### config.mk
export PLATFORM = sky130hd
export DESIGN_NAME = rpc_cell
export DESIGN_NICKNAME = d
export VERILOG_FILES = /design/src/rtl/core/rpc_pkg.sv /design/src/rtl/core/rpc_cell.sv
export SDC_FILE = /design/constraint.sdc
export NUM_CORES = 1
export LEC_CHECK = 0
export BUFFER_PORTS_ARGS = -buffer_cell sky130_fd_sc_hd__buf_2
export CORE_ASPECT_RATIO = 0.75
export CORE_MARGIN = 2
export CORE_UTILIZATION = 31
export CTS_BUF_LIST = sky130_fd_sc_hd__clkbuf_8
export CTS_CLUSTER_SIZE = 10
export DETAILED_ROUTE_END_ITERATION = 10
export PLACE_DENSITY = 0.56
export SKIP_LAST_GASP = 1
export SLEW_MARGIN = 0
export SYNTH_ARGS = -nofsm -noshare
export SYNTH_HDL_FRONTEND = slang
export SYNTH_SLANG_ARGS = --single-unit
### constraint.sdc
create_clock -name clock -period 6.3 [get_ports clock]
set_clock_uncertainty 0.05 [all_clocks]
set_input_delay 0.315 -clock clock [delete_from_list [all_inputs] [get_ports clock]]
set_output_delay 0.315 -clock clock [all_outputs]
set_load 0.02 [all_outputs]
### src/rtl/core/rpc_pkg.sv
// shared types and constants for the rectangular/polar cordic converter
// no dependencies
`default_nettype none

package rpc_pkg;

   localparam int DW         = 52;  // cordic vector width, q(f+16)
   localparam int ZW         = 34;  // cordic angle width, q4.30 radians
   localparam int GUARD      = 16;
   localparam int ANG_Q      = 30;
   localparam int MAX_STAGES = 30;

   localparam logic OP_RECT  = 1'b0;
   localparam logic OP_POLAR = 1'b1;

   localparam logic signed [30:0]   INV_GAIN = 31'sd652032874;
   localparam logic signed [ZW-1:0] PI_Q30   = 34'sd3373259426;
   localparam logic signed [27:0]   DEG2RAD  = 28'sd74961321;

   localparam logic signed [ZW-1:0] ATAN_Q30 [MAX_STAGES] = '{
      34'sd843314856, 34'sd497837829, 34'sd263043836, 34'sd133525158,
      34'sd67021686,  34'sd33543515,  34'sd16775850,  34'sd8388437,
      34'sd4194282,   34'sd2097149,   34'sd1048575,   34'sd524287,
      34'sd262143,    34'sd131071,    34'sd65535,     34'sd32767,
      34'sd16383,     34'sd8191,      34'sd4095,      34'sd2047,
      34'sd1023,      34'sd511,       34'sd255,       34'sd127,
      34'sd63,        34'sd31,        34'sd15,        34'sd7,
      34'sd3,         34'sd1
   };

   typedef struct packed {
      logic               polar;
      logic               zero;
      logic               flip;
      logic signed [31:0] echo_a;
      logic signed [31:0] echo_b;
   } side_type;

   typedef struct packed {
      logic signed [DW-1:0] vx;
      logic signed [DW-1:0] vy;
      logic signed [ZW-1:0] z;
      side_type             side;
   } vec_type;

endpackage

`default_nettype wire

### src/rtl/core/rpc_cell.sv
// one cordic micro-rotation cell, vectoring or rotation per transaction
// depends on rpc_pkg
`default_nettype none

module rpc_cell #(
   parameter int STAGE = 0
) (
   input  logic             clock,
   input  logic             reset,
   input  logic             in_valid,
   output logic             in_stall,
   input  rpc_pkg::vec_type in_data,
   output logic             out_valid,
   input  logic             out_stall,
   output rpc_pkg::vec_type out_data
);
   import rpc_pkg::*;

   localparam logic signed [ZW-1:0] ATAN = ATAN_Q30[STAGE];

   logic                 vld_ff;
   vec_type              data_ff, data_in;
   logic signed [DW-1:0] vx;
   logic signed [DW-1:0] vy;
   logic signed [DW-1:0] dx;
   logic signed [DW-1:0] dy;
   logic                 rot_pos;

   assign in_stall  = vld_ff && out_stall;
   assign out_valid = vld_ff;
   assign out_data  = data_ff;

   always_comb begin
      vx      = in_data.vx;
      vy      = in_data.vy;
      dx      = vy >>> STAGE;
      dy      = vx >>> STAGE;
      rot_pos = in_data.side.polar ? !in_data.z[ZW-1] : in_data.vy[DW-1];
      data_in = in_data;
      if (rot_pos) begin
         data_in.vx = vx - dx;
         data_in.vy = vy + dy;
         data_in.z  = in_data.z - ATAN;
      end else begin
         data_in.vx = vx + dx;
         data_in.vy = vy - dy;
         data_in.z  = in_data.z + ATAN;
      end
   end

   always_ff @(posedge clock) begin
      if (reset) begin
         vld_ff <= 1'b0;
      end else if (!in_stall) begin
         vld_ff <= in_valid;
      end
   end

   always_ff @(posedge clock) begin
      if (!in_stall) begin
         data_ff <= data_in;
      end
   end

endmodule

`default_nettype wire

== Word level (Yosys, flattened, before mapping) ==
Index checks and enable logic that the tools add are counted.

* Bits of input ports: 209
* Flip-flop bits (word level): 206

* Mux-type cells: 2
* Add/sub/neg operators: 5
* Reduce and logical (&&, ||, !) cells: 2

{| class="wikitable"
|+ Operator list
! cell !! number
|-
| $mux 138 || 1
|-
| $sub 52x52->52 || 2
|-
| $add 52x52->52 || 1
|-
| $add 34x31->34 const B || 1
|-
| $sub 34x31->34 const B || 1
|-
| $logic_and 1x1->1 || 1
|-
| $logic_not 1->1 || 1
|-
| $mux 1 || 1
|}

== Longest topological paths before layout ==
* Depth in word-level cells: 3
* Mapped depth: 19

== Worst setup path before layout ==
No wires, ideal clock.

* Path kind: reg2reg
* From: reg vld_ff, in the netlist out_valid
* To: reg vld_ff, in the netlist out_valid
* Slack: 0.144 ns
* Arrival: 5.984 ns
* Stages on the path, launching flop included: 5
* Path buffers: 0
* Cell sequence: dfxtp_1 nand2_1 inv_1 nor2_1 nor2_1

* Cells in the longest elaborated chain, start to end: 1

{| class="wikitable"
|+ RTL lines
! item !! line !! text
|-
| from (decl) || rpc_cell.sv:21 || <nowiki>logic vld_ff;</nowiki>
|-
| from (signal assigned) || rpc_cell.sv:55 || <nowiki>vld_ff <= in_valid;</nowiki>
|-
| $logic_and 1x1->1 || rpc_cell.sv:29 || <nowiki>assign in_stall = vld_ff && out_stall;</nowiki>
|-
| net in_stall || rpc_cell.sv:11 || <nowiki>output logic in_stall,</nowiki>
|}

The timed path passes the listed nets, and every way through them passes these cells.
A chain may end at the register's enable or synchronous reset.

==> flow_summary.toml <==
[yosys]
synth.avg_cell_area_um2 = 8.94
ys_seq_elements = 205
ys.flop_type = "edfxtp_1"
synth_seq_area_share = 0.351
synth_area_mm2 = 0.0175
syn_nets = 2356
ys_async_sr_fraction = 0
synth_warnings = 0
synth.distinct_cells = 94
synth_edf_count = 204
synthCells = 1960

[floorplan]
row_count = 75
start_util = 0.313
core_area_mm2 = 0.0559
die_w_um = 279
die_area_mm2 = 0.0585
ioPinCount = 416
die_y_um = 210

[grt]
grt_overflow = 0
grt_pass1_vias = 16599
grt_first_pass_wirelength_um = 101000
grt_max_degree = 83
antenna_found_initial = 6
track_usage = 0.223

[hold_path]
hp-class = "input port to flip-flop"

[final_layout]
final_common_cell = "buf_2"
drive_gt1_frac = 0.216
layout.nets = 2798
syn_to_final_growth_pct = 24.3
final_cell_mix = "buf_2, a21oi_1, edfxtp_1"
layoutNonFillerInstCount = 3166

[critical_path]
cp_slowest_stage_delay_ps = 570
crit_fanout = 57
crit_chain = "dlygate4sd3_1 > buf_2 > or2_1 > nand2_4 > buf_4 > xnor2_1 > ha_1 > o21ai_0 > a311o_1 > a22oi_1 > o221a_4 > a21oi_2 > o211ai_2 > a41oi_2 > o21ai_1 > a21oi_1 > xor2_1"
cp_data_required_time_ps = 6600
endpoint_kind = "flip-flop"
crit_arrival_ps = 4610
crit_family = "compound AO/OA/AOI/OAI gates"
path_class = "input port to flip-flop"
critPathLaunchType = "input port"
critPathSlowestCell = "buf_4"
cp_num_buf_inv = 3

[clock_tree]
numCtsBuffers = 40
cts_resized = 0
hold_buffers = 74
cts_buffer_depth = 3
cts_tree = "yes"
root_buffer = "clkbuf_8"
clock_sinks = 205
cts_setup_buffers = 0
clk_pin_slew_ps = 60
h-tree-depth = 2
clock_latency_ps = 600

[placed_design]
dp_hpwl_um = 53100
placed_cells = 3017
gp_congestion = 0.994
port_buffers = 415

[pwr]
p_per_area_mw_per_mm2 = 251
p_leak_nw = 9.43
ir_drop_uv = 144
totalPowerFinal_mw = 5.46

[status]
outcome = "finished clean"

[timing]
hold_viol = 0
rsz0062_at_grt = "no"
fmax_mhz = 232
setup_viol = 0
min_period_ps = 4310
period_share = 0.684
tns_ps = 0
tightest_slew_ps = 1060
slew_headroom = 0.291
slew_viol_final = 0

[detailed_routing]
drt-total-wl_um = 67600
vias = 16990
dr.pass1.iters = 6
drc_errors = 0
first_iter_violations = 1514
viasPerCell = 5.37
post_drt_wl_per_cell_um = 21.4
antenna_left = 0

[flow_run]
cap_viol_max_count = 0
[cell families (layout without fill, tap and decap cells)]
logic type      after synthesis  count (layout)  synth area share
compound gates              664             664             0.243
simple gates                484             484             0.132
buf+inv                     260             734            0.0580
flops                       205             205             0.351
fa+ha+maj                   190             190             0.137
xor+xnor                    135             135            0.0675
mux                          22              22            0.0126
other cells                   0               1                 0
[final timing paths]
kind	slack [ps]	start	end	cells past startpoint
hold / removal	80	in_data[153]	out_data[153]	3
setup / recovery	1990	in_data[66]	out_data[100]	17
setup reg to reg	3890	out_valid	out_data[202]	2
hold reg to reg	1220	out_valid	out_data[121]	1
[Yosys cell counts (14+ instances only)]
library cell	n	area, um^2
nor2_1	153	574
o211ai_1	19	143
nand3_1	36	180
clkbuf_1	60	225
edfxtp_1	204	6130
o21ai_1	17	85.1
mux2i_1	21	210
nor2b_1	18	113
xnor2_1	109	955
a21o_1	29	218
o21a_1	14	105
xor2_1	26	228
nor4_1	20	125
a211oi_1	30	225
o21bai_1	47	353
nor3_1	47	235
o21ai_0	114	571
a21oi_1	252	1260
buf_2	17	85.1
buf_1	17	63.8
o31ai_1	20	150
a31oi_1	16	100
inv_1	154	578
nand2_1	113	424
nand4_1	32	200
ha_1	184	2300
[through the flow]
stage	hold slack [ps]	worst slack (ps)	instance area, um^2	util
floorplan	337	144	17500	-
global route	52.5	1690	21800	0.390
detailed placement	428	1870	20200	0.361
global placement	423	1870	20200	0.361
finish	78.1	1990	21800	0.390
CTS	18.8	2030	21800	0.390
[tightest hold or removal path, cell delays in order]
cell   delay (ps)
buf_2         100
ha_1          120
inv_1          30
[area by class of cell]
cell class	count	area [um^2]
Tap cell	731	915
Inverter	163	614
Multi-Input combinational cell	1495	10400
Clock buffer	41	564
Sequential cell	205	6150
Clock inverter	33	290
Antenna cell	1	2.50
Timing Repair Buffer	497	2880
Fill cell	5714	34100
[state kept, by name, indices dropped and copies added, names as in the netlist]
name,count
out_data,204
out_valid,1
[where the power goes]
part	internal [mW]	switching, mW	total [mW]
Sequential	1.82	0.0884	1.90
Combinational	0.693	1.38	2.08
Clock	0.822	0.658	1.48
Total	3.33	2.13	5.46
[metal layers]
metal,wire length [um],part of all wire,global-route usage,vias to the layer above
li1,-,-,-,8035
met1,30500,0.45,0.311,8072
met2,29700,0.44,0.348,787
met3,6060,0.090,0.0560,90
met4,1300,0.019,0.0504,6
met5,41,0.00061,0,-
No activity file was read; power rests on OpenSTA's default activity.
