==> src/rtl/core/rpc_pkg.sv <==
// shared types and constants for the rectangular/polar cordic converter
// no dependencies
`default_nettype none

package rpc_pkg;

   localparam int DW         = 52;  // cordic vector width, q(f+16)
   localparam int ZW         = 34;  // cordic angle width, q4.30 radians
   localparam int GUARD      = 16;
   localparam int ANG_Q      = 30;
   localparam int MAX_STAGES = 30;

   localparam logic OP_RECT  = 1'b0;
   localparam logic OP_POLAR = 1'b1;

   localparam logic signed [30:0]   INV_GAIN = 31'sd652032874;
   localparam logic signed [ZW-1:0] PI_Q30   = 34'sd3373259426;
   localparam logic signed [27:0]   DEG2RAD  = 28'sd74961321;

   localparam logic signed [ZW-1:0] ATAN_Q30 [MAX_STAGES] = '{
      34'sd843314856, 34'sd497837829, 34'sd263043836, 34'sd133525158,
      34'sd67021686,  34'sd33543515,  34'sd16775850,  34'sd8388437,
      34'sd4194282,   34'sd2097149,   34'sd1048575,   34'sd524287,
      34'sd262143,    34'sd131071,    34'sd65535,     34'sd32767,
      34'sd16383,     34'sd8191,      34'sd4095,      34'sd2047,
      34'sd1023,      34'sd511,       34'sd255,       34'sd127,
      34'sd63,        34'sd31,        34'sd15,        34'sd7,
      34'sd3,         34'sd1
   };

   typedef struct packed {
      logic               polar;
      logic               zero;
      logic               flip;
      logic signed [31:0] echo_a;
      logic signed [31:0] echo_b;
   } side_type;

   typedef struct packed {
      logic signed [DW-1:0] vx;
      logic signed [DW-1:0] vy;
      logic signed [ZW-1:0] z;
      side_type             side;
   } vec_type;

endpackage

`default_nettype wire

==> src/rtl/core/rpc_post.sv <==
// output pipeline: gain correction, sign fold, rounding, saturation
// depends on rpc_pkg; its last stage is the result register
`default_nettype none

module rpc_post #(
   parameter int FRAC_BITS = 16
) (
   input  logic               clock,
   input  logic               reset,
   input  logic               in_valid,
   output logic               in_stall,
   input  rpc_pkg::vec_type   in_data,
   output logic               out_valid,
   input  logic               out_stall,
   output logic signed [31:0] out_x_coord,
   output logic signed [31:0] out_y_coord,
   output logic signed [31:0] out_magnitude,
   output logic signed [31:0] out_angle_rad,
   output logic               out_mode_polar
);
   import rpc_pkg::*;

   localparam int HW = DW - ANG_Q;
   localparam int MW = DW + 2;
   localparam logic signed [63:0]   WORD_MAX = 64'sd2147483647;
   localparam logic signed [63:0]   WORD_MIN = -64'sd2147483648;
   localparam logic signed [DW-1:0] VEC_HALF = DW'(1) <<< (GUARD - 1);
   localparam logic signed [MW-1:0] MAG_HALF = MW'(1) <<< (GUARD - 1);
   localparam logic signed [ZW-1:0] ANG_HALF = ZW'(1) <<< (ANG_Q - FRAC_BITS - 1);

   function automatic logic signed [31:0] sat_word(input logic signed [63:0] v);
      logic signed [31:0] r;
      if (v > WORD_MAX) begin
         r = 32'sh7fffffff;
      end else if (v < WORD_MIN) begin
         r = 32'sh80000000;
      end else begin
         r = 32'(v);
      end
      return r;
   endfunction

   logic [2:0] vld_ff;
   logic [2:0] stall;

   vec_type               q1_data_ff, q1_data_in;
   logic signed [HW+30:0] q1_mhi_ff, q1_mhi_in;
   logic signed [61:0]    q1_mlo_ff, q1_mlo_in;
   vec_type               q2_data_ff;
   logic signed [MW-1:0]  q2_m_ff, q2_m_in;

   logic signed [31:0]    x_ff, x_in;
   logic signed [31:0]    y_ff, y_in;
   logic signed [31:0]    mag_ff, mag_in;
   logic signed [31:0]    ang_ff, ang_in;
   logic                  polar_ff;

   logic signed [HW-1:0]  vx_hi;
   logic signed [30:0]    vx_lo;

   always_comb begin
      stall[2] = vld_ff[2] && out_stall;
      stall[1] = vld_ff[1] && stall[2];
      stall[0] = vld_ff[0] && stall[1];
   end

   assign in_stall       = stall[0];
   assign out_valid      = vld_ff[2];
   assign out_x_coord    = x_ff;
   assign out_y_coord    = y_ff;
   assign out_magnitude  = mag_ff;
   assign out_angle_rad  = ang_ff;
   assign out_mode_polar = polar_ff;

   always_ff @(posedge clock) begin
      if (reset) begin
         vld_ff <= '0;
      end else begin
         if (!stall[0]) vld_ff[0] <= in_valid;
         if (!stall[1]) vld_ff[1] <= vld_ff[0];
         if (!stall[2]) vld_ff[2] <= vld_ff[1];
      end
   end

   // stage 1: split gain product, undo half-turn fold
   always_comb begin
      vx_hi      = $signed(in_data.vx[DW-1:ANG_Q]);
      vx_lo      = $signed({1'b0, in_data.vx[ANG_Q-1:0]});
      q1_mhi_in  = vx_hi * INV_GAIN;
      q1_mlo_in  = vx_lo * INV_GAIN;
      q1_data_in = in_data;
      if (in_data.side.flip) begin
         q1_data_in.vx = -in_data.vx;
         q1_data_in.vy = -in_data.vy;
      end
   end

   // stage 2: gain-corrected length
   assign q2_m_in = MW'(q1_mhi_ff) + MW'(q1_mlo_ff >>> ANG_Q);

   // stage 3: round and saturate the computed values, pass the echoed inputs through
   always_comb begin
      if (q2_data_ff.side.polar) begin
         x_in   = sat_word(64'((q2_data_ff.vx + VEC_HALF) >>> GUARD));
         y_in   = sat_word(64'((q2_data_ff.vy + VEC_HALF) >>> GUARD));
         mag_in = q2_data_ff.side.echo_a;
         ang_in = q2_data_ff.side.echo_b;
      end else begin
         x_in = q2_data_ff.side.echo_a;
         y_in = q2_data_ff.side.echo_b;
         if (q2_data_ff.side.zero) begin
            mag_in = '0;
            ang_in = '0;
         end else begin
            mag_in = sat_word(64'((q2_m_ff + MAG_HALF) >>> GUARD));
            ang_in = sat_word(64'((q2_data_ff.z + ANG_HALF) >>> (ANG_Q - FRAC_BITS)));
         end
      end
   end

   always_ff @(posedge clock) begin
      if (!stall[0]) begin
         q1_data_ff <= q1_data_in;
         q1_mhi_ff  <= q1_mhi_in;
         q1_mlo_ff  <= q1_mlo_in;
      end
      if (!stall[1]) begin
         q2_data_ff <= q1_data_ff;
         q2_m_ff    <= q2_m_in;
      end
      if (!stall[2]) begin
         x_ff     <= x_in;
         y_ff     <= y_in;
         mag_ff   <= mag_in;
         ang_ff   <= ang_in;
         polar_ff <= q2_data_ff.side.polar;
      end
   end

endmodule

`default_nettype wire
==> config.mk <==
export PLATFORM = sky130hd
export DESIGN_NAME = rpc_post
export DESIGN_NICKNAME = d
export VERILOG_FILES = /design/src/rtl/core/rpc_pkg.sv /design/src/rtl/core/rpc_post.sv
export SDC_FILE = /design/constraint.sdc
export NUM_CORES = 2
export LEC_CHECK = 0
export BUFFER_PORTS_ARGS = -buffer_cell sky130_fd_sc_hd__buf_2
export CORE_MARGIN = 2
export CORE_UTILIZATION = 40
export DETAILED_ROUTE_END_ITERATION = 10
export PLACE_DENSITY = 0.59
export SETUP_SLACK_MARGIN = 0.3
export SYNTH_ARGS = -nofsm -noshare
export SYNTH_HDL_FRONTEND = slang
export SYNTH_SLANG_ARGS = --single-unit
==> constraint.sdc <==
create_clock -name clock -period 23.1 [get_ports clock]
set_input_delay 3.465 -clock clock [delete_from_list [all_inputs] [get_ports clock]]
set_output_delay 3.465 -clock clock [all_outputs]
set_load 0.01 [all_outputs]
Yosys cells after proc, flatten, opt, wreduce, memory -nomap -nowiden
Cells that the tools add are included.
- output and inout port bits: 131
- word-level logic and storage cells: 60
- bits in registers: 705
- bits of input ports: 209
- add/subtract/negate cells: 7
- reductions and logical operators: 3
- multipliers: 2
- multiplexer cells: 15
- $lt $le $gt $ge: 8
- operators by type and width (cell ; count):
    $mux W32 ; 14
    $add A52 B17 Y53 const B ; 2
    $mux W104 ; 1
    $neg A52 Y52 ; 2
    $gt A37 B32 Y1 const B ; 2
    $lt A37 B32 Y1 const B ; 2
    $mul A30 B29 Y59 const B ; 1
    $add A54 B17 Y55 const B ; 1
    $add A53 B31 Y54 ; 1
    $mul A22 B30 Y52 const B ; 1
    $gt A39 B32 Y1 const B ; 1
    $lt A39 B32 Y1 const B ; 1
    $add A34 B15 Y35 const B ; 1
    $gt A21 B32 Y1 const B ; 1
    $lt A21 B32 Y1 const B ; 1
    $logic_and A1 B1 Y1 ; 3

Logic depth before layout (Yosys ltp)
- depth in word-level cells: 6
- mapped depth: 25
- gate-level depth less buffers: 24

Worst setup path before layout
OpenSTA, ideal clock, no wires.
- path type: input-to-output
- from: input port out_stall
- to: output port in_stall
- path slack: 10230 ps
- arrival time: 9405 ps
- stages: 3
- required time: 19635 ps
- path buffers: 0
- cells stage by stage: and3_1 nand2_1 inv_1
- longest elaborated chain between the ends: 3
- ends and longest elaborated chain (element ; line ; text):
    from (decl) ; rpc_post.sv:14 ; input logic out_stall,
    $logic_and A1 B1 Y1 ; rpc_post.sv:62 ; stall[2] = vld_ff[2] && out_stall;
    $logic_and A1 B1 Y1 ; rpc_post.sv:63 ; stall[1] = vld_ff[1] && stall[2];
    $logic_and A1 B1 Y1 ; rpc_post.sv:64 ; stall[0] = vld_ff[0] && stall[1];
    to (decl) ; rpc_post.sv:11 ; output logic in_stall,
No other way between the ends.

Worst setup path in the final report
- from: input port in_data[170] (netlist name)
- to: register q1_mlo_ff[55], data pin
- longest elaborated chain between the ends: 1
- ends and longest elaborated chain (element ; line ; text):
    from (decl) ; rpc_post.sv:12 ; input rpc_pkg::vec_type in_data,
    $mul A30 B29 Y59 ; rpc_post.sv:90 ; q1_mlo_in = vx_lo * INV_GAIN;
    named net q1_mlo_in[55] ; rpc_post.sv:48 ; logic signed [61:0] q1_mlo_ff, q1_mlo_in;
    to (signal assigned) ; rpc_post.sv:125 ; q1_mlo_ff <= q1_mlo_in;
    to (decl) ; rpc_post.sv:48 ;
The timed path passes the listed nets, and every way through them passes these cells.
A chain may end at the register's enable or synchronous reset.

==> metrics.txt <==
# TYPE chip_impl_metric gauge
chip_impl_info{name="outcome",value="completed"} 1
chip_impl_metric{name="unique_cell_type_count_in_the_yosys_netlist",unit=""} 79
chip_impl_metric{name="clk_pin_slew_worst_paths",unit="ns"} 0.06
chip_impl_metric{name="post_synthesis_compound_gate_area_fraction",unit="%"} 6.76
chip_impl_metric{name="synth_xor_xnor_area_share",unit="%"} 4.73
chip_impl_metric{name="crit_path_time_final",unit="ns"} 11.11
chip_impl_info{name="worstSetupPathType",value="input port to flop"} 1
chip_impl_metric{name="timing.final.crit_share",unit="%"} 48.1
chip_impl_metric{name="final.setup.tns",unit="ns"} 0
chip_impl_metric{name="synth_cells",unit=""} 4471
chip_impl_metric{name="highest_fanout_seen_on_the_critical_path",unit=""} 8
chip_impl_metric{name="num_vias",unit=""} 33700
chip_impl_info{name="synthFlopType",value="sky130_fd_sc_hd__edfxtp_1"} 1
chip_impl_metric{name="max_slew_margin",unit="%"} 17.0
chip_impl_info{name="cp_slowest_cell",value="sky130_fd_sc_hd__a2111oi_0"} 1
chip_impl_metric{name="layout_cell_share_with_drive_strength_beyond_1",unit="%"} 9.70
chip_impl_metric{name="mappedNetlistArea",unit="sq mm"} 0.0528
chip_impl_metric{name="endpoints_failing_hold",unit=""} 0
chip_impl_metric{name="grt_remaining_overflow",unit=""} 0
chip_impl_metric{name="fmaxAchievable",unit="MHz"} 90.0
chip_impl_metric{name="final_nets",unit=""} 6356
chip_impl_metric{name="drv_cap",unit=""} 0
chip_impl_metric{name="dr.first_iter.drc_count",unit=""} 2462
chip_impl_metric{name="timing.hold.worst_path_depth",unit=""} 0
chip_impl_metric{name="yosys_warnings",unit=""} 0
chip_impl_metric{name="area_delta_synth_final",unit="%"} 10.5
chip_impl_metric{name="globalRouteTotalUtil",unit="%"} 21.5
chip_impl_metric{name="synth_seq_area_share",unit="%"} 32.6
chip_impl_metric{name="cts_hold_buffers",unit=""} 0
chip_impl_info{name="timing.hold.worst.class",value="flop to flop"} 1
chip_impl_metric{name="cts_max_level",unit=""} 2
chip_impl_metric{name="cpPeakStageDelay",unit="ns"} 0.81
chip_impl_metric{name="clock-sinks",unit=""} 574
chip_impl_metric{name="initial_antenna_violation_count",unit=""} 10
chip_impl_metric{name="finalWirelength",unit="microns"} 144000
chip_impl_metric{name="place.detailed.hpwl",unit="microns"} 121000
chip_impl_metric{name="first_pass_detailed_route_iteration_total",unit=""} 7
chip_impl_metric{name="grt_pass1_wl",unit="microns"} 219000
chip_impl_metric{name="synth_top_area_share",unit="%"} 32.5
chip_impl_metric{name="top_level_ports",unit=""} 340
chip_impl_info{name="crit_chain",value="buf_2, inv_1, ha_1, inv_1, fa_1, inv_1, fa_1, inv_1, fa_1, inv_1, fa_1, fa_1, fa_1, ha_1, ha_1, and2_1, and4_1, nand3_1, a2111oi_0, nor2_1, o21ai_0, a21oi_1, xnor2_1"} 1
chip_impl_metric{name="grt_pass1_vias",unit=""} 35200
chip_impl_info{name="cts_tree",value="done"} 1
chip_impl_metric{name="numCtsBuffers",unit=""} 55
chip_impl_metric{name="drt_drc_violations_left",unit=""} 0
chip_impl_metric{name="synth-adder-area-share",unit="%"} 41.6
chip_impl_metric{name="ant_nets",unit=""} 0
chip_impl_metric{name="worst_r2r_path_cells",unit=""} 8
chip_impl_metric{name="io_buffers",unit=""} 326
chip_impl_metric{name="synth_simple_gate_area_share",unit="%"} 6.66
chip_impl_metric{name="dieWidth",unit="microns"} 367
chip_impl_info{name="cp_most_frequent_cell",value="sky130_fd_sc_hd__fa_1"} 1
chip_impl_metric{name="max-clock-path-buffers",unit=""} 3
chip_impl_metric{name="fin_worst_skew",unit="ns"} 0.0306
chip_impl_metric{name="core.rowCount",unit=""} 133
chip_impl_metric{name="fin_util",unit="%"} 44.5
chip_impl_info{name="synth_area_leaders",value="sky130_fd_sc_hd__edfxtp_1 (32%), sky130_fd_sc_hd__fa_1 (26%), sky130_fd_sc_hd__ha_1 (16%)"} 1
chip_impl_info{name="worst_setup_path_end_kind",value="flop"} 1
chip_impl_metric{name="initial_core_util",unit="%"} 40.2
chip_impl_info{name="synthTopCellsByCount",value="sky130_fd_sc_hd__inv_1 (983), sky130_fd_sc_hd__fa_1 (686), sky130_fd_sc_hd__ha_1 (658), sky130_fd_sc_hd__edfxtp_1 (571), sky130_fd_sc_hd__nand2_1 (216)"} 1
chip_impl_metric{name="setup-violations-final",unit=""} 0
chip_impl_info{name="combinational_family_with_the_most_area_after_synthesis",value="adder cells"} 1
chip_impl_info{name="grt_setup_unrepaired",value="no"} 1
chip_impl_metric{name="grt_max_degree",unit=""} 130
chip_impl_metric{name="synth_enable_flop_cells",unit=""} 571
chip_impl_metric{name="clock_latency",unit="ns"} 0.63
chip_impl_metric{name="postCtsSetupRepairBufs",unit=""} 0
chip_impl_metric{name="synth.area.mux_share",unit="%"} 0.0996
chip_impl_metric{name="wire_per_inst",unit="microns"} 21.8
chip_impl_info{name="post-synth-top-count-cell",value="sky130_fd_sc_hd__inv_1"} 1
chip_impl_metric{name="cts-resized-gates",unit=""} 0
chip_impl_metric{name="worst_pin_slew",unit="ns"} 1.24
chip_impl_metric{name="die_h",unit="microns"} 367
chip_impl_metric{name="place_congestion",unit=""} 0.953
chip_impl_info{name="startpoint_type",value="input port"} 1
chip_impl_metric{name="cp.required",unit="ns"} 23.46
chip_impl_metric{name="number_of_storage_elements_in_the_synthesis_netlist",unit=""} 574
chip_impl_metric{name="postSynthNetCount",unit=""} 6024
chip_impl_metric{name="per_cell_via_count_in_the_routed_design",unit=""} 5.10
chip_impl_info{name="synthDominantAreaCellType",value="sky130_fd_sc_hd__edfxtp_1"} 1
chip_impl_metric{name="synth.avg_cell_area",unit="sq um"} 11.8
chip_impl_metric{name="core_area",unit="sq mm"} 0.131
chip_impl_metric{name="synthArstFlopShare",unit="%"} 0
chip_impl_info{name="clock_tree.root_cell",value="sky130_fd_sc_hd__clkbuf_16"} 1
chip_impl_metric{name="fp.dieArea",unit="sq mm"} 0.135
chip_impl_metric{name="worstPathArrival",unit="ns"} 11.47
chip_impl_metric{name="timing_max_transition_violations_final",unit=""} 0
## cells in the final DEF (no fill, tap or decap), drive strengths merged, types with 27 or more instances in the layout
cell type and instances:
inv 987, fa 686, ha 658, edfxtp 571, buf 343, nand2 216
xnor2 192, nor2 113, a21oi 104, nand3 96, xor2 93, o21ai 84
a21o 67, clkbuf 61, nand4 51, nor3 44, and3 42, o211ai 41
a22oi 32, clkinv 27
## worst paths after layout
check	start	end	slack, ns
setup reg to reg	q2_data_ff[120]$_DFFE_PN_	out_y_coord[3]$_DFFE_PN_	18.81
hold / removal	q1_data_ff[143]$_DFFE_PN_	q2_data_ff[143]$_DFFE_PN_	0.41
setup / recovery	in_data[170]	q1_mlo_ff[55]$_DFFE_PN_	11.99
hold reg to reg	q1_data_ff[143]$_DFFE_PN_	q2_data_ff[143]$_DFFE_PN_	0.41
## worst max-delay path, delay by kind of cell
kind / cells / cell delay, ns
XOR/XNOR: 1 / 0.43
adder cells (fa/ha/maj): 9 / 4.26
AND/OR/NAND/NOR: 4 / 0.96
AO/OA/AOI/OAI: 3 / 1.36
buffers and inverters: 6 / 0.99
## cells by family after synthesis
group,count (synthesis)
muxes,5
AOI/OAI and AO/OA,514
adders and majority gates,1344
buffers and inverters,1052
DFF,574
and+or+nand+nor,697
xor gates and xnor gates,285
## per-layer routing
layer  vias to the layer above  wire length, microns  GRT usage [%]
met5                         -                    34              0
met4                         6                  2590           3.94
met3                       144                  8720           3.34
met2                      1023                 66900           35.0
met1                     16900                 66100           30.6
li1                      15600                     -              -
## sequential cells by signal (all words and copies together) (netlist names)
register and cells:
q1_data_ff 161, q2_data_ff 161, q1_mhi_ff 52, q2_m_ff 39
out_angle_rad 32, out_magnitude 32, out_x_coord 32, out_y_coord 32
q1_mlo_ff 29, vld_ff 3, out_mode_polar 1
## per-stage QoR
step	instances	hold slack [ns]	instance area (sq um)	setup slack (ns)
6_report	6608	0.412	58300	11.99
5_1_grt	6603	0.420	58300	11.50
4_1_cts	6602	0.413	58300	12.08
3_5_place_dp	6501	0.405	56500	11.43
3_3_place_gp	6501	0.401	56500	11.43
2_1_floorplan	4471	0.400	52800	10.23
## cell type report
class                   count  area (sq um)
inverters                 984          3700
flip-flops and latches    574         17200
well taps                1755          2200
repair buffers            343          1760
fillers                 12200         72800
diodes                      6          15.0
clock buffers              61          1400
clock inverters            40           393
multi-input cells        2845         31600
Power is left out: the tool's default activity adds up to more than one toggle a clock period on the data nets, which glitch-free logic cannot reach.
