$ cat src/rtl/core/rpc_pkg.sv
// shared types and constants for the rectangular/polar cordic converter
// no dependencies
`default_nettype none

package rpc_pkg;

   localparam int DW         = 52;  // cordic vector width, q(f+16)
   localparam int ZW         = 34;  // cordic angle width, q4.30 radians
   localparam int GUARD      = 16;
   localparam int ANG_Q      = 30;
   localparam int MAX_STAGES = 30;

   localparam logic OP_RECT  = 1'b0;
   localparam logic OP_POLAR = 1'b1;

   localparam logic signed [30:0]   INV_GAIN = 31'sd652032874;
   localparam logic signed [ZW-1:0] PI_Q30   = 34'sd3373259426;
   localparam logic signed [27:0]   DEG2RAD  = 28'sd74961321;

   localparam logic signed [ZW-1:0] ATAN_Q30 [MAX_STAGES] = '{
      34'sd843314856, 34'sd497837829, 34'sd263043836, 34'sd133525158,
      34'sd67021686,  34'sd33543515,  34'sd16775850,  34'sd8388437,
      34'sd4194282,   34'sd2097149,   34'sd1048575,   34'sd524287,
      34'sd262143,    34'sd131071,    34'sd65535,     34'sd32767,
      34'sd16383,     34'sd8191,      34'sd4095,      34'sd2047,
      34'sd1023,      34'sd511,       34'sd255,       34'sd127,
      34'sd63,        34'sd31,        34'sd15,        34'sd7,
      34'sd3,         34'sd1
   };

   typedef struct packed {
      logic               polar;
      logic               zero;
      logic               flip;
      logic signed [31:0] echo_a;
      logic signed [31:0] echo_b;
   } side_type;

   typedef struct packed {
      logic signed [DW-1:0] vx;
      logic signed [DW-1:0] vy;
      logic signed [ZW-1:0] z;
      side_type             side;
   } vec_type;

endpackage

`default_nettype wire

$ cat src/rtl/core/rpc_prep.sv
// input conditioning pipeline: vector setup, degree reduction, deg to rad
// depends on rpc_pkg
`default_nettype none

module rpc_prep #(
   parameter int FRAC_BITS = 16
) (
   input  logic                clock,
   input  logic                reset,
   input  logic                in_valid,
   output logic                in_stall,
   input  logic                in_op,
   input  logic signed [31:0]  in_first_value,
   input  logic signed [31:0]  in_second_value,
   output logic                out_valid,
   input  logic                out_stall,
   output rpc_pkg::vec_type    out_data
);
   import rpc_pkg::*;

   localparam int UW  = 34 - FRAC_BITS;
   localparam int QW  = UW - 8;
   localparam int RW  = FRAC_BITS + 10;
   localparam int PZW = RW + 28;
   localparam int RECIP_SHIFT = 40;
   localparam logic [UW-1:0] OFF =
      UW'(360 * (((1 << (31 - FRAC_BITS)) + 359) / 360));
   localparam logic [31:0] RECIP = 32'((64'd1 << RECIP_SHIFT) / 64'd360);
   localparam logic signed [59:0] ANG_HALF = 60'sd2147483648;
   localparam logic signed [PZW-1:0] Z_HALF = PZW'(1) <<< (FRAC_BITS + 1);

   logic [5:0] vld_ff;
   logic [5:0] stall;

   vec_type                 s1_data_ff, s1_data_in;
   logic [UW-1:0]           s1_u_ff, s1_u_in;
   logic [FRAC_BITS-1:0]    s1_lo_ff, s1_lo_in;
   logic signed [62:0]      s1_pmag_ff, s1_pmag_in;
   logic signed [59:0]      s1_pang_ff, s1_pang_in;

   vec_type                 s2_data_ff, s2_data_in;
   logic [UW-1:0]           s2_u_ff;
   logic [QW-1:0]           s2_q0_ff, s2_q0_in;
   logic [FRAC_BITS-1:0]    s2_lo_ff;

   vec_type                 s3_data_ff;
   logic [9:0]              s3_rem_ff, s3_rem_in;
   logic [FRAC_BITS-1:0]    s3_lo_ff;

   vec_type                 s4_data_ff, s4_data_in;
   logic signed [RW-1:0]    s4_r_ff, s4_r_in;

   vec_type                 s5_data_ff;
   logic signed [PZW-1:0]   s5_pz_ff, s5_pz_in;

   vec_type                 s6_data_ff, s6_data_in;

   logic signed [DW-1:0]    a_ext;
   logic signed [DW-1:0]    b_ext;
   logic signed [31:0]      deg_hi;
   logic [UW+31:0]          recip_prod;
   logic [UW-1:0]           q0w;
   logic [UW-1:0]           prod360;
   logic [9:0]              rem;
   logic signed [9:0]       deg_i;
   logic signed [9:0]       deg_f;
   logic                    turn;

   // per-stage stall chain
   always_comb begin
      stall[5] = vld_ff[5] && out_stall;
      stall[4] = vld_ff[4] && stall[5];
      stall[3] = vld_ff[3] && stall[4];
      stall[2] = vld_ff[2] && stall[3];
      stall[1] = vld_ff[1] && stall[2];
      stall[0] = vld_ff[0] && stall[1];
   end

   assign in_stall  = stall[0];
   assign out_valid = vld_ff[5];
   assign out_data  = s6_data_ff;

   always_ff @(posedge clock) begin
      if (reset) begin
         vld_ff <= '0;
      end else begin
         if (!stall[0]) vld_ff[0] <= in_valid;
         if (!stall[1]) vld_ff[1] <= vld_ff[0];
         if (!stall[2]) vld_ff[2] <= vld_ff[1];
         if (!stall[3]) vld_ff[3] <= vld_ff[2];
         if (!stall[4]) vld_ff[4] <= vld_ff[3];
         if (!stall[5]) vld_ff[5] <= vld_ff[4];
      end
   end

   // stage 1: rectangular setup, degree split, constant products
   always_comb begin
      a_ext = DW'(in_first_value) <<< GUARD;
      b_ext = DW'(in_second_value) <<< GUARD;
      s1_data_in.side.polar  = (in_op == OP_POLAR);
      s1_data_in.side.zero   = (in_first_value == '0) && (in_second_value == '0);
      s1_data_in.side.flip   = 1'b0;
      s1_data_in.side.echo_a = in_first_value;
      s1_data_in.side.echo_b = in_second_value;
      if (in_first_value[31]) begin
         s1_data_in.vx = -a_ext;
         s1_data_in.vy = -b_ext;
         s1_data_in.z  = in_second_value[31] ? -PI_Q30 : PI_Q30;
      end else begin
         s1_data_in.vx = a_ext;
         s1_data_in.vy = b_ext;
         s1_data_in.z  = '0;
      end
      deg_hi     = in_second_value >>> FRAC_BITS;
      s1_u_in    = UW'(deg_hi) + OFF;
      s1_lo_in   = in_second_value[FRAC_BITS-1:0];
      s1_pmag_in = in_first_value * INV_GAIN;
      s1_pang_in = in_second_value * DEG2RAD;
   end

   // stage 2: polar start vector, radian echo, quotient by 360
   always_comb begin
      s2_data_in = s1_data_ff;
      if (s1_data_ff.side.polar) begin
         s2_data_in.vx          = DW'(s1_pmag_ff >>> (ANG_Q - GUARD));
         s2_data_in.vy          = '0;
         s2_data_in.side.echo_b = 32'((s1_pang_ff + ANG_HALF) >>> 32);
      end
      recip_prod = s1_u_ff * RECIP;
      s2_q0_in   = recip_prod[RECIP_SHIFT +: QW];
   end

   // stage 3: remainder by 360, one short
   always_comb begin
      q0w       = UW'(s2_q0_ff);
      prod360   = (q0w << 8) + (q0w << 6) + (q0w << 5) + (q0w << 3);
      s3_rem_in = 10'(s2_u_ff - prod360);
   end

   // stage 4: fold into [-90, 90] degrees
   always_comb begin
      rem   = (s3_rem_ff >= 10'd360) ? (s3_rem_ff - 10'd360) : s3_rem_ff;
      deg_i = (rem >= 10'd180) ? ($signed(rem) - 10'sd360) : $signed(rem);
      turn  = 1'b0;
      deg_f = deg_i;
      if ((deg_i > 10'sd90) || ((deg_i == 10'sd90) && (s3_lo_ff != '0))) begin
         deg_f = deg_i - 10'sd180;
         turn  = 1'b1;
      end else if (deg_i < -10'sd90) begin
         deg_f = deg_i + 10'sd180;
         turn  = 1'b1;
      end
      s4_r_in              = $signed({deg_f, s3_lo_ff});
      s4_data_in           = s3_data_ff;
      s4_data_in.side.flip = s3_data_ff.side.polar && turn;
   end

   // stage 5: degrees to radians
   assign s5_pz_in = s4_r_ff * DEG2RAD;

   // stage 6: round to q30 start angle
   always_comb begin
      s6_data_in = s5_data_ff;
      if (s5_data_ff.side.polar) begin
         s6_data_in.z = ZW'((s5_pz_ff + Z_HALF) >>> (FRAC_BITS + 2));
      end
   end

   always_ff @(posedge clock) begin
      if (!stall[0]) begin
         s1_data_ff <= s1_data_in;
         s1_u_ff    <= s1_u_in;
         s1_lo_ff   <= s1_lo_in;
         s1_pmag_ff <= s1_pmag_in;
         s1_pang_ff <= s1_pang_in;
      end
      if (!stall[1]) begin
         s2_data_ff <= s2_data_in;
         s2_u_ff    <= s1_u_ff;
         s2_q0_ff   <= s2_q0_in;
         s2_lo_ff   <= s1_lo_ff;
      end
      if (!stall[2]) begin
         s3_data_ff <= s2_data_ff;
         s3_rem_ff  <= s3_rem_in;
         s3_lo_ff   <= s2_lo_ff;
      end
      if (!stall[3]) begin
         s4_data_ff <= s4_data_in;
         s4_r_ff    <= s4_r_in;
      end
      if (!stall[4]) begin
         s5_data_ff <= s4_data_ff;
         s5_pz_ff   <= s5_pz_in;
      end
      if (!stall[5]) begin
         s6_data_ff <= s6_data_in;
      end
   end

endmodule

`default_nettype wire

$ cat config.mk
export PLATFORM = sky130hd
export DESIGN_NAME = rpc_prep
export DESIGN_NICKNAME = d
export VERILOG_FILES = /design/src/rtl/core/rpc_pkg.sv /design/src/rtl/core/rpc_prep.sv
export SDC_FILE = /design/constraint.sdc
export NUM_CORES = 2
export LEC_CHECK = 0
export BUFFER_PORTS_ARGS = -buffer_cell sky130_fd_sc_hd__buf_4
export CAP_MARGIN = 10
export CORE_ASPECT_RATIO = 1.4
export CORE_MARGIN = 3
export CORE_UTILIZATION = 58
export CTS_CLUSTER_DIAMETER = 40
export DETAILED_ROUTE_END_ITERATION = 12
export GPL_TIMING_DRIVEN = 0
export MAX_ROUTING_LAYER = met4
export PLACE_DENSITY = 0.78
export SKIP_LAST_GASP = 1
export SLEW_MARGIN = 20
export SYNTH_ARGS = -nofsm -noshare
export SYNTH_HDL_FRONTEND = slang
export SYNTH_SLANG_ARGS = --single-unit
$ cat constraint.sdc
create_clock -name clock -period 9 [get_ports clock]
set_clock_uncertainty 0.05 [all_clocks]
set_input_delay 0.45 -clock clock [delete_from_list [all_inputs] [get_ports clock]]
set_output_delay 0.45 -clock clock [all_outputs]
set_load 0.02 [all_outputs]
Word-level counts from Yosys, hierarchy flattened
Cells that the tools add are included.

Shift operators: 0. $mul: 4. Reductions and logical operators: 13. Bitwise gates (word level): 0. Equal/unequal tests: 1. Divide/modulo/power cells: 0. Add/subtract/negate cells: 13. Muxes and demuxes: 11. $lt $le $gt $ge: 4.

Operator list (count): $mux W133 (1); $mux W104 (1); $neg A48 Y52 (2); $mux W34 (2); $logic_not A32 Y1 (2); $mul A32 B30 Y62 const B (1); $add A60 B33 Y60 const B (1); $mul A32 B28 Y60 const B (1); $add A52 B19 Y52 const B (1); $mul A26 B28 Y52 const B (1); $mul A18 B31 Y46 const B (1); $mux W10 (4); $mux W32 (1); $add A10 B10 Y10 (3); $sub A10 B9 Y10 const B (2); $add A16 B17 Y18 const B (1); $reduce_bool A16 Y1 (1); $add A10 B9 Y10 const B (1); $eq A10 B8 Y1 const B (1); $ge A10 B8 Y1 const B (1); $ge A10 B9 Y1 const B (1); $gt A10 B8 Y1 const B (1); $lt A10 B8 Y1 const B (1); $sub A10 B10 Y10 (1); other kinds (4) (13).

Register bits: 1526. Memories: 0. Latch bits: 0. Logic and storage cells: 110. Input port bits: 69. Bits in writable memories: 0. Bits in read-only memories: 0.

Depth between registers and ports, before layout
Depth after elaboration: 9. Depth in mapped cells: 30.

Least setup slack after synthesis
Ideal clock, no wire load.

Path type: in2reg. Start point: in in_first_value[31]. End point: reg s1_pmag_ff[62], data pin. Arrival time: 9.002 ns. Buffers on the path: 3. Slack: -0.312 ns. Stages: 25. Setup time: 0.260 ns. Path through: clkbuf_1 -> inv_1 -> clkbuf_1 -> clkbuf_1 -> ha_1 -> inv_1 -> fa_1 -> fa_1 -> fa_1 -> inv_1 -> fa_1 -> fa_1 -> fa_1 -> fa_1 -> ha_1 -> a21o_1 -> a21o_1 -> a221oi_2 -> o41ai_1 -> a221oi_2 -> a2111oi_2 -> or4b_1 -> a31o_2 -> a21oi_2 -> xnor2_1.

Longest elaborated chain between the ends: 1.

RTL lines: start, declared (RTL line rpc_prep.sv:13) `input logic signed [31:0] in_first_value,`; $mul A32 B30 Y62 (RTL line rpc_prep.sv:117) `s1_pmag_in = in_first_value * INV_GAIN;`; net s1_pmag_in[62] (RTL line rpc_prep.sv:38) `logic signed [62:0] s1_pmag_ff, s1_pmag_in;`; end signal, assigned (RTL line rpc_prep.sv:174) `s1_pmag_ff <= s1_pmag_in;`; end, declared (RTL line rpc_prep.sv:38).

The timed path passes the listed nets, and every way through them passes these cells. A chain may end at the register's enable or synchronous reset.

Worst setup path after layout
Start point: in in_first_value[25]. End point: reg s1_pmag_ff[62], data pin.

The elaborated chain is that of the path after synthesis.

==> flow_summary.html <==
<table>
<tr><th>Metric</th><th>Value</th></tr>
<tr><th colspan="2">Run status</th></tr>
<tr><td>Result of the run</td><td>finished, final reports clean</td></tr>
<tr><th colspan="2">Drt</th></tr>
<tr><td>Antenna violation net count after detailed routing</td><td>0</td></tr>
<tr><td>Vias</td><td>54700</td></tr>
<tr><td>Routed length per instance</td><td>23.1 microns</td></tr>
<tr><td>Aggregate routed wire length</td><td>approximately 230000 microns</td></tr>
<tr><td>Drt drc</td><td>0</td></tr>
<tr><td>Number of DRC markers after the initial detailed-route iteration</td><td>3511</td></tr>
<tr><td>Via density per instance</td><td>approximately 5.5</td></tr>
<tr><td>Iteration count of the initial detailed-routing pass</td><td>6</td></tr>
<tr><th colspan="2">Layout</th></tr>
<tr><td>Post-layout nets</td><td>10200</td></tr>
<tr><td>Sequential cell area</td><td>about 35000 sq um</td></tr>
<tr><td>Layout filler cell count</td><td>11800</td></tr>
<tr><td>Area added between synthesis and finish</td><td>10.7%</td></tr>
<tr><td>Area taken by multi-input logic gates</td><td>slightly below 50000 sq um</td></tr>
<tr><td>Most frequent cells in the layout</td><td>sky130_fd_sc_hd__inv_1 (1964), sky130_fd_sc_hd__fa_1 (1172), sky130_fd_sc_hd__edfxtp_1 (1168)</td></tr>
<tr><td>Share of post-route cells with drive strength above 1</td><td>7.55%</td></tr>
<tr><td>Most frequent standard cell in the layout excluding fill and tap cells</td><td>sky130_fd_sc_hd__inv_1</td></tr>
<tr><td>Final instance area</td><td>102000 sq um</td></tr>
<tr><th colspan="2">Synthesis</th></tr>
<tr><td>Area fraction of the dominant cell type after synthesis</td><td>between 30% and 40%</td></tr>
<tr><td>Post-synthesis mux area share</td><td>0.563%</td></tr>
<tr><td>FF+latch count, synth</td><td>1174</td></tr>
<tr><td>Compound-Gate Fraction of Synth Area</td><td>4.53%</td></tr>
<tr><td>Proportion of synthesized chip area in sequential cells</td><td>38.1%</td></tr>
<tr><td>Per-instance average area after synthesis</td><td>about 13 sq um</td></tr>
<tr><td>Largest family of logic cells by synthesized area</td><td>adder cells</td></tr>
<tr><td>Biggest area contributors in the synthesized netlist</td><td>sky130_fd_sc_hd__edfxtp_1 (38%), sky130_fd_sc_hd__fa_1 (25%), sky130_fd_sc_hd__ha_1 (15%)</td></tr>
<tr><td>Cells after Synth</td><td>~7400</td></tr>
<tr><td>Number of unique standard cell types used by synthesis</td><td>93</td></tr>
<tr><td>Share of synthesized registers carrying an async set or reset</td><td>0%</td></tr>
<tr><td>Number of flops mapped to enable cells by yosys</td><td>1168</td></tr>
<tr><td>Yosys warning total</td><td>0</td></tr>
<tr><td>Synth Area in Simple Gates</td><td>3.88%</td></tr>
<tr><td>Cell taking the most area after synthesis</td><td>sky130_fd_sc_hd__edfxtp_1</td></tr>
<tr><td>Commonest register cell after synthesis</td><td>sky130_fd_sc_hd__edfxtp_1</td></tr>
<tr><td>Xor and xnor area share after synthesis</td><td>3.55%</td></tr>
<tr><td>Adder-Cell Fraction of Synth Area</td><td>just over 40%</td></tr>
<tr><td>Cell area after synthesis</td><td>roughly 92000 sq um</td></tr>
<tr><th colspan="2">Critical path</th></tr>
<tr><td>Worst Path Class, Setup</td><td>input port to register</td></tr>
<tr><td>Req. time, crit path</td><td>approximately 9.4 ns</td></tr>
<tr><td>Number of buffer and inverter stages on the critical path</td><td>8</td></tr>
<tr><td>Delay-heaviest family, CP</td><td>adder cells</td></tr>
<tr><td>Worst endpoint data arrival time</td><td>9.15 ns</td></tr>
<tr><td>Critical path peak fanout</td><td>8</td></tr>
<tr><td>Crit path launch type</td><td>input port</td></tr>
<tr><td>Critical Path Slowest Stage Cell</td><td>sky130_fd_sc_hd__fa_1</td></tr>
<tr><td>Critical Path Most Common Cell</td><td>sky130_fd_sc_hd__fa_1</td></tr>
<tr><td>CP Capture Type</td><td>register</td></tr>
<tr><td>CP peak stage delay</td><td>0.74 ns</td></tr>
<tr><th colspan="2">Global routing</th></tr>
<tr><td>Number of global-route vias before repair</td><td>59700</td></tr>
<tr><td>Global-route wire length before repair</td><td>354000 microns</td></tr>
<tr><td>Grt total ovfl</td><td>0</td></tr>
<tr><td>GRT Total Usage</td><td>30.0%</td></tr>
<tr><td>Antenna violations before repair</td><td>5</td></tr>
<tr><td>Pin count of the biggest net entering global routing</td><td>80</td></tr>
<tr><th colspan="2">CTS</th></tr>
<tr><td>Count of H-tree levels built during CTS</td><td>3</td></tr>
<tr><td>Inserted Clock Buffers</td><td>116</td></tr>
<tr><td>Clock Pin Slew Worst Setup and Hold Paths</td><td>0.06 ns</td></tr>
<tr><td>Root buf cell</td><td>sky130_fd_sc_hd__clkbuf_16</td></tr>
<tr><td>CTS max path bufs</td><td>3</td></tr>
<tr><td>Insertion delay of the later-clocked pin in the worst-skew pair</td><td>between 0.7 and 0.8 ns</td></tr>
<tr><td>Sinks on the clock net</td><td>~1200</td></tr>
<tr><td>CTS tree</td><td>yes</td></tr>
<tr><th colspan="2">Placed design</th></tr>
<tr><td>Count of port buffers added during placement</td><td>259</td></tr>
<tr><td>Routability Congestion</td><td>0.997</td></tr>
<tr><td>Worst setup timing slack at the placement stage</td><td>-2.06 ns</td></tr>
<tr><td>Half-perimeter wire length of the detailed placement result</td><td>188000 microns</td></tr>
<tr><td>Placed standard-cell area</td><td>97500 sq um</td></tr>
<tr><th colspan="2">Timing</th></tr>
<tr><td>Number of endpoints with negative hold slack in the final report</td><td>0</td></tr>
<tr><td>Worst Max-Slew Pin Slew</td><td>1.14 ns</td></tr>
<tr><td>Post-layout min period</td><td>8.74 ns</td></tr>
<tr><td>Final Setup Violations</td><td>0</td></tr>
<tr><td>Slew Limit Headroom</td><td>23.8%</td></tr>
<tr><td>Peak Freq</td><td>114 MHz</td></tr>
<tr><td>Worst setup slack after layout</td><td>0.260 ns</td></tr>
<tr><td>Final critical-path share of the clock period</td><td>97.1%</td></tr>
<tr><td>Pins Over Slew Limit</td><td>0</td></tr>
<tr><td>Setup repair after global routing missed its margin</td><td>false</td></tr>
<tr><th colspan="2">Floorplan</th></tr>
<tr><td># rows</td><td>roughly 170</td></tr>
<tr><td>Initial Util</td><td>about three fifths</td></tr>
<tr><td>Core area</td><td>~160000 sq um</td></tr>
<tr><td>DIE HEIGHT</td><td>478 microns</td></tr>
<tr><td>Chip Width</td><td>~340 microns</td></tr>
<tr><td>Die area</td><td>164000 sq um</td></tr>
<tr><td>Number of placed I/O pins</td><td>276</td></tr>
<tr><th colspan="2">Flow run</th></tr>
<tr><td>Max-cap viol count</td><td>0</td></tr>
<tr><th colspan="2">Hold path</th></tr>
<tr><td>Hold WC Path Type</td><td>input port to register</td></tr>
</table>
[cell families (layout without fill, tap and decap cells)]
group                    after synthesis  in the layout
flip-flops                          1174           1174
XOR/XNOR                             373            373
other                                  1             21
multiplexers                          47             47
buffers and inverters               2056           2605
AO/OA/AOI/OAI                        649            649
adder cells (fa/ha/maj)             2314           2314
AND/OR/NAND/NOR                      736            736
[final cells by class]
cell class | instances | area share, %
inverters | 1967 | 7.24
flip-flops and latches | 1174 | 34.4
multi-input cells | 4137 | 48.4
plain buffers | 89 | 0.446
clock buffers | 125 | 2.87
well taps | 2088 | 2.56
diodes | 3 | 0.00735
repair buffers | 332 | 2.95
clock inverters | 92 | 1.10
[per-stage QoR]
stage	cells	TNS (ns)	hold WS, ns	utilization, %
6_report	10000	0	0.0666	64.9
2_1_floorplan	7367	0	0.350	-
5_1_grt	10000	0	0.0203	64.9
3_3_place_gp	9714	-823.46	0.350	61.5
3_5_place_dp	9735	-21.19	0.355	61.9
4_1_cts	10000	0	0.000677	64.8
[path summary, 6_finish.rpt]
| path | start | endpoint | slack [ns] | cells past startpoint |
|---|---|---|---|---|
| worst max-delay path | in_first_value[25] | s1_pmag_ff[62]$_DFFE_PN_ | 0.26 | 27 |
| worst min-delay path | in_first_value[31] | s1_data_ff[68]$_SDFFCE_PN0N_ | 0.07 | 1 |
| worst max register to register | s4_r_ff[6]$_DFFE_PN_ | s5_pz_ff[45]$_DFFE_PN_ | 1.14 | 22 |
| worst min register to register | s2_data_ff[201]$_DFFE_PN_ | s3_data_ff[201]$_DFFE_PN_ | 0.33 | 0 |
[sequential cells by signal (all words and copies together) (netlist names), 26 cells and up]
name and flops:
out_data 189, s4_r_ff 26, s2_data_ff 157, s1_pmag_ff 49
s1_pang_ff 29, s3_data_ff 157, s4_data_ff 158, s5_data_ff 158
s5_pz_ff 35, s1_data_ff 139
[repair_timing]
action / CTS / global route
pin swaps: 1 / 0
gates cloned: 0 / 1
hold buffers: 50 / 0
resized for setup: 7 / 6
buffers inserted: 1 / 0
endpoints found under the hold margin: 53 / 0
setup endpoints to repair: 16 / 2
[cells in the mapped netlist (9+ instances only)]
library cell               count
sky130_fd_sc_hd__nand4_1      46
sky130_fd_sc_hd__xnor2_1     240
sky130_fd_sc_hd__a21o_1       83
sky130_fd_sc_hd__nor2_1      185
sky130_fd_sc_hd__nand2b_1     13
sky130_fd_sc_hd__nor3_1       46
sky130_fd_sc_hd__inv_1      1966
sky130_fd_sc_hd__nand2_1     194
sky130_fd_sc_hd__fa_1       1172
sky130_fd_sc_hd__o21bai_1     24
sky130_fd_sc_hd__mux2i_1      10
sky130_fd_sc_hd__buf_1        11
sky130_fd_sc_hd__o22ai_1       9
sky130_fd_sc_hd__and4_1        9
sky130_fd_sc_hd__and3_1       32
sky130_fd_sc_hd__a31oi_1      15
sky130_fd_sc_hd__xor2_1      132
sky130_fd_sc_hd__clkbuf_1     56
sky130_fd_sc_hd__buf_4        19
sky130_fd_sc_hd__o21ai_1      10
sky130_fd_sc_hd__nor4_1       12
sky130_fd_sc_hd__a211oi_1     13
sky130_fd_sc_hd__edfxtp_1   1168
sky130_fd_sc_hd__nor2b_1      59
sky130_fd_sc_hd__or2_2        12
sky130_fd_sc_hd__mux2_2       36
sky130_fd_sc_hd__and2_1       36
sky130_fd_sc_hd__o21a_1       23
sky130_fd_sc_hd__nand3_1      65
sky130_fd_sc_hd__a221oi_1      9
sky130_fd_sc_hd__o21ai_0     107
sky130_fd_sc_hd__o211ai_1     16
sky130_fd_sc_hd__ha_1       1141
sky130_fd_sc_hd__a21oi_1     255
[per-layer routing]
| layer | share of wire (%) | GRT usage (%) |
|---|---|---|
| met4 | 6.5 | 15.8 |
| met2 | 50 | 50.2 |
| met3 | 5.2 | 3.37 |
| met1 | 38 | 35.9 |
| met5 | 0 | - |
Power is left out: the tool's default activity adds up to more than one toggle a clock period on the data nets, which glitch-free logic cannot reach.
